$ cat src/sv/ccma_pkg.sv
// Shared types, codes and lookup functions of the cut cell merge averaging block.
`timescale 1ns / 1ps
`default_nettype none
package ccma_pkg;

  // Request type codes on the req_type port.
  localparam logic [1:0] REQ_GEOM    = 2'd0;
  localparam logic [1:0] REQ_VALUE   = 2'd1;
  localparam logic [1:0] REQ_COMPUTE = 2'd2;

  // Configuration register indexes.
  localparam logic [1:0] CFG_SIZE_X     = 2'd0;
  localparam logic [1:0] CFG_SIZE_Y     = 2'd1;
  localparam logic [1:0] CFG_SIZE_Z     = 2'd2;
  localparam logic [1:0] CFG_COMP_COUNT = 2'd3;

  // Result status codes.
  localparam logic [2:0] ST_AVERAGED = 3'd0;
  localparam logic [2:0] ST_PASSED   = 3'd1;
  localparam logic [2:0] ST_COVERED  = 3'd2;
  localparam logic [2:0] ST_LOW_VOL  = 3'd3;
  localparam logic [2:0] ST_OUTSIDE  = 3'd4;
  localparam logic [2:0] ST_BAD_COMP = 3'd5;

  localparam logic signed [31:0] SENTINEL = 32'sh7FFF_FFFF;
  localparam int HALF_VOLUME = 16384;
  localparam int PROD_W = 48;

  // Operation held in the request queue.
  typedef enum logic [1:0] {
    OP_GEOM,
    OP_VALUE,
    OP_COMPUTE
  } op_t;

  // Configuration register file contents.
  typedef struct packed {
    logic [4:0] size_x;
    logic [4:0] size_y;
    logic [4:0] size_z;
    logic [3:0] comp_count;
  } cfg_t;

  // One classified request.
  typedef struct packed {
    op_t               op;
    logic              bad_cell;
    logic              bad_comp;
    logic [11:0]       addr;
    logic [2:0]        comp;
    logic [15:0]       vf;
    logic signed [31:0] value;
    logic [2:0]        cnt;
    logic [34:0]       codes;
  } item_t;

  // Neighbor offset for one code.
  typedef struct packed {
    logic signed [1:0] dx;
    logic signed [1:0] dy;
    logic signed [1:0] dz;
  } offs_t;

  // Box size as used: zero acts as one, above sixteen acts as sixteen.
  function automatic logic [4:0] eff_size(input logic [4:0] s);
    logic [4:0] r;
    r = s;
    if (s == 5'd0) r = 5'd1;
    else if (s > 5'd16) r = 5'd16;
    return r;
  endfunction

  // Offsets of the 26 neighbor codes; code 0 and codes above 26 are not used.
  function automatic offs_t nbr_off(input logic [4:0] code);
    offs_t o;
    logic [4:0] k;
    o = '0;
    k = 5'd0;
    if (code >= 5'd18) begin
      o.dz = 2'sd1;
      k = code - 5'd18;
    end else if (code >= 5'd9) begin
      o.dz = -2'sd1;
      k = code - 5'd9;
    end
    if (code >= 5'd9) begin
      case (k)
        5'd0: begin o.dx = -2'sd1; o.dy = -2'sd1; end
        5'd1: begin o.dx =  2'sd0; o.dy = -2'sd1; end
        5'd2: begin o.dx =  2'sd1; o.dy = -2'sd1; end
        5'd3: begin o.dx = -2'sd1; o.dy =  2'sd0; end
        5'd4: begin o.dx =  2'sd0; o.dy =  2'sd0; end
        5'd5: begin o.dx =  2'sd1; o.dy =  2'sd0; end
        5'd6: begin o.dx = -2'sd1; o.dy =  2'sd1; end
        5'd7: begin o.dx =  2'sd0; o.dy =  2'sd1; end
        default: begin o.dx = 2'sd1; o.dy = 2'sd1; end
      endcase
    end else begin
      case (code)
        5'd1: begin o.dx = -2'sd1; o.dy = -2'sd1; end
        5'd2: begin o.dx =  2'sd0; o.dy = -2'sd1; end
        5'd3: begin o.dx =  2'sd1; o.dy = -2'sd1; end
        5'd4: begin o.dx = -2'sd1; o.dy =  2'sd0; end
        5'd5: begin o.dx =  2'sd1; o.dy =  2'sd0; end
        5'd6: begin o.dx = -2'sd1; o.dy =  2'sd1; end
        5'd7: begin o.dx =  2'sd0; o.dy =  2'sd1; end
        5'd8: begin o.dx =  2'sd1; o.dy =  2'sd1; end
        default: begin o.dx = 2'sd0; o.dy = 2'sd0; end
      endcase
    end
    return o;
  endfunction

endpackage
`default_nettype wire

$ cat src/sv/ccma_front.sv
// Front end: configuration registers, request classification and request queue.
`timescale 1ns / 1ps
`default_nettype none
module ccma_front import ccma_pkg::*; #(
  parameter int MAX_CELLS = 4096,
  parameter int MAX_COMPONENTS = 8
) (
  input  logic        clk,
  input  logic        rst,
  input  logic        start,
  output logic        busy,
  input  logic [1:0]  req_type,
  input  logic [11:0] cell_addr,
  input  logic [2:0]  comp_index,
  input  logic [15:0] vol_fraction,
  input  logic signed [31:0] update_value,
  input  logic [2:0]  nbor_count,
  input  logic [34:0] nbor_codes,
  input  logic        cfg_we,
  input  logic [1:0]  cfg_index,
  input  logic [4:0]  cfg_data,
  output cfg_t        cfg,
  output logic        q_valid,
  output item_t       q_item,
  input  logic        q_pop
);

  item_t      slots [2];
  logic       wr_ptr;
  logic       rd_ptr;
  logic [1:0] cnt;
  item_t      in_item;
  logic       keep;
  logic       push;

  // Configuration writes.
  always_ff @(posedge clk) begin
    if (rst) begin
      cfg.size_x <= 5'd16;
      cfg.size_y <= 5'd16;
      cfg.size_z <= 5'd16;
      cfg.comp_count <= 4'd1;
    end else if (cfg_we) begin
      case (cfg_index)
        CFG_SIZE_X:     cfg.size_x <= cfg_data;
        CFG_SIZE_Y:     cfg.size_y <= cfg_data;
        CFG_SIZE_Z:     cfg.size_z <= cfg_data;
        CFG_COMP_COUNT: cfg.comp_count <= cfg_data[3:0];
        default: ;
      endcase
    end
  end

  // Classify the request; loads that miss the stores and idle codes are dropped here.
  always_comb begin
    in_item.op = OP_COMPUTE;
    in_item.bad_cell = 32'(cell_addr) >= MAX_CELLS;
    in_item.bad_comp = (32'(comp_index) >= 32'(cfg.comp_count)) ||
                       (32'(comp_index) >= MAX_COMPONENTS);
    in_item.addr = cell_addr;
    in_item.comp = comp_index;
    in_item.vf = vol_fraction;
    in_item.value = update_value;
    in_item.cnt = nbor_count;
    in_item.codes = nbor_codes;
    case (req_type)
      REQ_GEOM: begin
        in_item.op = OP_GEOM;
        keep = !in_item.bad_cell;
      end
      REQ_VALUE: begin
        in_item.op = OP_VALUE;
        keep = !in_item.bad_cell && (32'(comp_index) < MAX_COMPONENTS);
      end
      REQ_COMPUTE: keep = 1'b1;
      default: keep = 1'b0;
    endcase
  end

  assign busy = (cnt == 2'd2);
  assign push = start && !busy && keep;
  assign q_valid = (cnt != 2'd0);
  assign q_item = slots[rd_ptr];

  // Two-entry request queue.
  always_ff @(posedge clk) begin
    if (rst) begin
      wr_ptr <= 1'b0;
      rd_ptr <= 1'b0;
      cnt <= 2'd0;
    end else begin
      if (push) begin
        wr_ptr <= !wr_ptr;
      end
      if (q_pop) begin
        rd_ptr <= !rd_ptr;
      end
      cnt <= cnt + {1'b0, push} - {1'b0, q_pop};
    end
  end

  always_ff @(posedge clk) begin
    if (push) begin
      slots[wr_ptr] <= in_item;
    end
  end

endmodule
`default_nettype wire

$ cat config.mk
export PLATFORM = sky130hd
export DESIGN_NAME = ccma_front
export DESIGN_NICKNAME = d
export VERILOG_FILES = /design/src/sv/ccma_pkg.sv /design/src/sv/ccma_front.sv
export SDC_FILE = /design/constraint.sdc
export NUM_CORES = 1
export LEC_CHECK = 0
export ABC_AREA = 1
export BUFFER_PORTS_ARGS = -buffer_cell sky130_fd_sc_hd__buf_2
export CAP_MARGIN = 20
export CORE_ASPECT_RATIO = 1.5
export CORE_MARGIN = 2
export CORE_UTILIZATION = 45
export DETAILED_ROUTE_END_ITERATION = 16
export GPL_TIMING_DRIVEN = 0
export MAX_ROUTING_LAYER = met4
export PLACE_DENSITY = 0.73
export REMOVE_ABC_BUFFERS = 1
export SLEW_MARGIN = 20
export SYNTH_ARGS = -nofsm -noshare
export SYNTH_HDL_FRONTEND = slang
export SYNTH_SLANG_ARGS = --single-unit
$ cat constraint.sdc
create_clock -name clk -period 9.3 [get_ports clk]
set_input_delay 0.465 -clock clk [delete_from_list [all_inputs] [get_ports clk]]
set_output_delay 0.465 -clock clk [all_outputs]
set_load 0.005 [all_outputs]
# ---- Word level (Yosys, flattened, before mapping)
# Memory sizes are Yosys's and may differ from the RTL's. A register that Yosys moved wholly into a read port is not among the register bits.
# Cells that the tools add are included.
dict set report totals {
  n_memories 1
  output_inout_bits 126
  input_bits 115
  word_cells 36
  register_bits 23
  ram_bits 208
}
dict set report classes {
  muxes 6
  eq_ne 6
  reduce_logical 13
  n_addsub 2
  order_cmp 1
}
# memory depth word_bits rd rd_clocked_by_memory_dff write_ports line_no
set memory_table {}
lappend memory_table {slots 2 104 1 1 1 ccma_front.sv:28} ;# item_t slots [2];
# op n
set op_table {}
lappend op_table {{equality test 2 bit, second input constant} 4}
lappend op_table {{AND reduction 2 bit} 4}
lappend op_table {{two-way mux 1 bit} 5}
lappend op_table {{equality test 2 x 1 -> 1 bit, second input constant} 2}
lappend op_table {{greater-or-equal comparator 3 x 4 -> 1 bit} 1}
lappend op_table {{logical NOT 2 bit} 2}
lappend op_table {{one-hot mux 2 bit (2 select lines)} 1}
lappend op_table {{logical NOT 1 bit} 3}
lappend op_table {{OR reduction 3 bit} 1}
lappend op_table {{adder 2 x 1 -> 2 bit} 1}
lappend op_table {{logical AND 1 bit} 2}
lappend op_table {{nonzero test 2 bit} 1}
lappend op_table {{subtractor 2 x 1 -> 2 bit} 1}

# ---- Depth between registers and ports, before layout
dict set report logic_depth {
  word_depth 6
  mapped_depth 11
  mapped_depth_nobuf 11
}

# ---- Worst setup path before layout
# Ideal clock, no wire load.
dict set report synth_path {
  kind {input port to flip-flop}
  startpoint {in req_type[0]}
  endpoint {mem slots[0][0] (netlist bit), enable pin}
  t_arrival_ns 5.095
  path_stages 5
  t_required_ns 8.731
  path_buffers 0
  setup_ns 0.569
  path_slack_ns 3.636
  cell_sequence {nand2_1 nand2_1 nor2_1 inv_1 nor2_1}
}
dict set report synth_via {
  elab_chain_cells 6
  word_cells_on_any_way 8
  classes_between {2 x eq/ne; 3 x mux; 3 x reduce/logical}
}
# item line_no
set synth_lines {}
lappend synth_lines {{start, declared} ccma_front.sv:12} ;# input logic [1:0] req_type,
lappend synth_lines {{equality test 2 bit, or another cell as far along} ccma_front.sv:66} ;# case (req_type)
lappend synth_lines {{OR reduction 3 bit (no source line) *} n/a}
lappend synth_lines {{two-way mux 1 bit *} ccma_front.sv:66}
lappend synth_lines {{logical AND 1 bit *} ccma_front.sv:81} ;# assign push = start && !busy && keep;
lappend synth_lines {{two-way mux 1 bit *} ccma_front.sv:103} ;# if (push) begin
lappend synth_lines {{two-way mux 1 bit (not written as such) *} ccma_front.sv:104} ;# slots[wr_ptr] <= in_item;
lappend synth_lines {{end, declared} ccma_front.sv:28}
# Mark *: on every way between the ends. The rest lies on a longest branch, timed or not.

==> impl_metrics.py <==
metrics = {
    "status": {
        "status": "completed",
    },
    "setup_path": {
        "worst-path-buf-inv": 2,
        "crit_required_ps": 8840,
        "cp_slowest_stage_delay_ps": 790,
        "crit_family": "flip-flops",
        "reg2reg_depth": 7,
        "path_cells": "buf_16, mux2_2, buf_2",
        "critPathLaunchType": "flip-flop",
        "cp-end-kind": "output port",
        "r2r-end": "slots[0][15]",
        "worst-r2r-setup-slack_ps": 7180,
        "slowest_stage": "dfxtp_4",
        "critical_path.endpoint": "q_item[21]",
        "arrival_ps": 2140,
        "regToRegStartpoint": "cnt[1]",
        "crit_type": "reg2out",
        "crit_fanout": 41,
        "cp.depth": 3,
    },
    "synthesis": {
        "synthCells": 468,
        "yosysWarnings": 0,
        "synth.cell_area_mm2": 0.00882,
        "ys_types": 23,
        "seq_area_frac_synth_pct": 76.3,
        "netlist.area_leader.share_pct": 70.8,
        "synth-seq-cells": 232,
        "avgSynthCellArea_um2": 18.8,
        "synth.largest_area_cell": "edfxtp_1",
        "yosys-top-cells-area": "edfxtp_1 71%, mux2_4 10%, mux2_2 5.6%",
    },
    "global_routing": {
        "grt_max_degree": 65,
        "grt_overflow_total": 0,
        "antenna_found_initial": 2,
        "grt_pass1_vias": 5286,
        "grt_pass1_wl_mm": 26.1,
        "track_usage_pct": 16.3,
    },
    "timing": {
        "setup_viol": 0,
        "rsz0062_at_grt": "no",
        "relSlewSlack_pct": 49.3,
        "hold_viol": 0,
        "fin_crit_sh_pct": 28.0,
        "post-route-min-period_ps": 2600,
        "setup_tns_ps": 0,
        "maxSlewViolCount": 0,
        "clock_skew_ps": 5.14,
        "fmaxAchievable_mhz": 384,
        "worst_pin_slew_ps": 758,
    },
    "clocking": {
        "cts_sinks": 232,
        "insertion_delay_ps": 480,
        "postCtsResizedCells": 0,
        "cts_inserted_buffers": 21,
        "htreeDepth": 1,
        "max-clock-path-buffers": 3,
        "ctsHoldBuffers": 0,
        "post_cts_buffers": 0,
        "root_buffer": "clkbuf_16",
        "cts_tree": "built",
        "clkTransAtPathRegs_ps": 60,
    },
    "floorplanning": {
        "fp.dieH_um": 175,
        "die_area_mm2": 0.0208,
        "core_region_area_mm2": 0.0192,
        "pin_count": 241,
        "rows": 62,
        "dieWidth_um": 118,
        "start_util_pct": 46.0,
    },
    "cells_and_area": {
        "design_area_mm2": 0.0111,
        "final_core_util_pct": 57.7,
        "syn_to_final_growth_pct": 25.4,
        "final_nets": 838,
        "drive_above_1_share_pct": 52.7,
    },
    "route": {
        "dr.pass1.iters": 4,
        "wl_per_cell_um": 16.9,
        "drt-total-wl_mm": 16.8,
        "vias_per_cell": 4.93,
        "dr_total_vias": 4879,
        "drtIter0Drc": 204,
        "drc": 0,
        "ant_nets": 0,
    },
    "placement": {
        "gp_congestion": 0.867,
        "placed_cell_area_mm2": 0.0104,
        "hpwl_mm": 11.9,
        "port_buffers": 239,
    },
    "power": {
        "leakagePower_nw": 4.37,
        "finalPower_w": 0.00235,
        "ir_worst_vdd_uv": 226,
        "p_per_area_mw_per_mm2": 213,
    },
    "min_path": {
        "hp-class": "in2reg",
        "worstHoldPathCells": 1,
    },
    "run": {
        "drv_cap": 0,
    },
}
==> sequential cells by signal (all words and copies together) (netlist names), named ones only <==
register / cells
slots: 208
cfg: 19
cnt: 2
rd_ptr: 1
wr_ptr: 1
==> layer usage <==
metal | GRT usage [%] | wire length [um] | part of all wire, % | vias up
met3 | 3.80 | 1130 | 6.7 | 45
met1 | 16.3 | 5850 | 35 | 2372
met2 | 30.4 | 9180 | 55 | 193
li1 | - | - | - | 2269
met5 | - | 0 | 0 | -
met4 | 6.28 | 597 | 3.6 | 0
==> where the power goes <==
part           switching [W]  total (W)  internal [W]
clock               0.000338   0.000830      0.000492
sequential         0.0000269    0.00124       0.00121
combinational       0.000130   0.000281      0.000151
total               0.000494    0.00235       0.00186
==> how the worst min path moves through the flow <==
| stage | start | to | slack (ps) |
|---|---|---|---|
| after global placement | cfg[8] | cfg[8] | 450 |
| final | update_value[7] | slots[1][45] | 170 |
| after CTS | update_value[7] | slots[0][45] | 150 |
| after floorplan | cfg[10] | cfg[10] | 450 |
| after detailed placement | cfg[8] | cfg[8] | 440 |
| after global routing | vol_fraction[14] | slots[0][84] | 140 |
==> cells in the final DEF, fill, tap and decap left out <==
master      count
or2_2           1
diode_2         2
nand3_2         1
mux2_4         60
inv_1          13
nand4_1        13
xnor2_1         1
ha_1            5
mux2_2         44
edfxtp_1      208
o21bai_1        1
conb_1          1
nand3_1        10
o21ai_0         4
clkbuf_8        3
clkinv_1        5
nand2_1        27
clkbuf_1        3
dfxtp_1        23
a21oi_1         9
dfxtp_4         1
buf_16          5
buf_2         239
bufinv_16       2
clkinv_2        2
clkinvlp_4      1
clkbuf_16      21
nor2_1         23
buf_12          2
inv_6           1
inv_2           2
nor2_4          1
==> cell families after synthesis <==
logic type / count (synthesis) / synth area share, %
flip-flops: 232 / 76.3
multiplexers: 104 / 15.8
AND/OR/NAND/NOR: 76 / 3.85
buffers and inverters: 35 / 2.36
AO/OA/AOI/OAI: 14 / 0.823
adder cells (fa/ha/maj): 5 / 0.710
other: 1 / 0.0425
XOR/XNOR: 1 / 0.0994
==> Yosys cell counts, drive strengths merged <==
cell      n
or2       1
edfxtp  208
ha        5
buf      16
o21bai    1
nand2    27
xnor2     1
dfxtp    24
a21oi     9
o21ai     4
clkbuf    3
nor2     24
mux2    104
nand4    13
conb      1
nand3    11
inv      16
==> layout make-up <==
type | count | area (um2)
fill | 1511 | 8100
timing repair buffer | 246 | 1370
inverter | 16 | 65.1
clock buffer | 27 | 578
clock inverter | 10 | 96.3
sequential | 232 | 6730
multi-input combinational | 201 | 1890
tap | 256 | 320
antenna | 2 | 5.00
==> metrics by stage <==
step	hold WS (ps)	instances	setup slack (ps)
6_report	168	990	6700
5_1_grt	144	990	6570
4_1_cts	146	988	6630
3_5_place_dp	443	951	6930
3_3_place_gp	447	944	1280
2_1_floorplan	451	449	3640
Note: power is estimated with default switching activity, not from simulation.
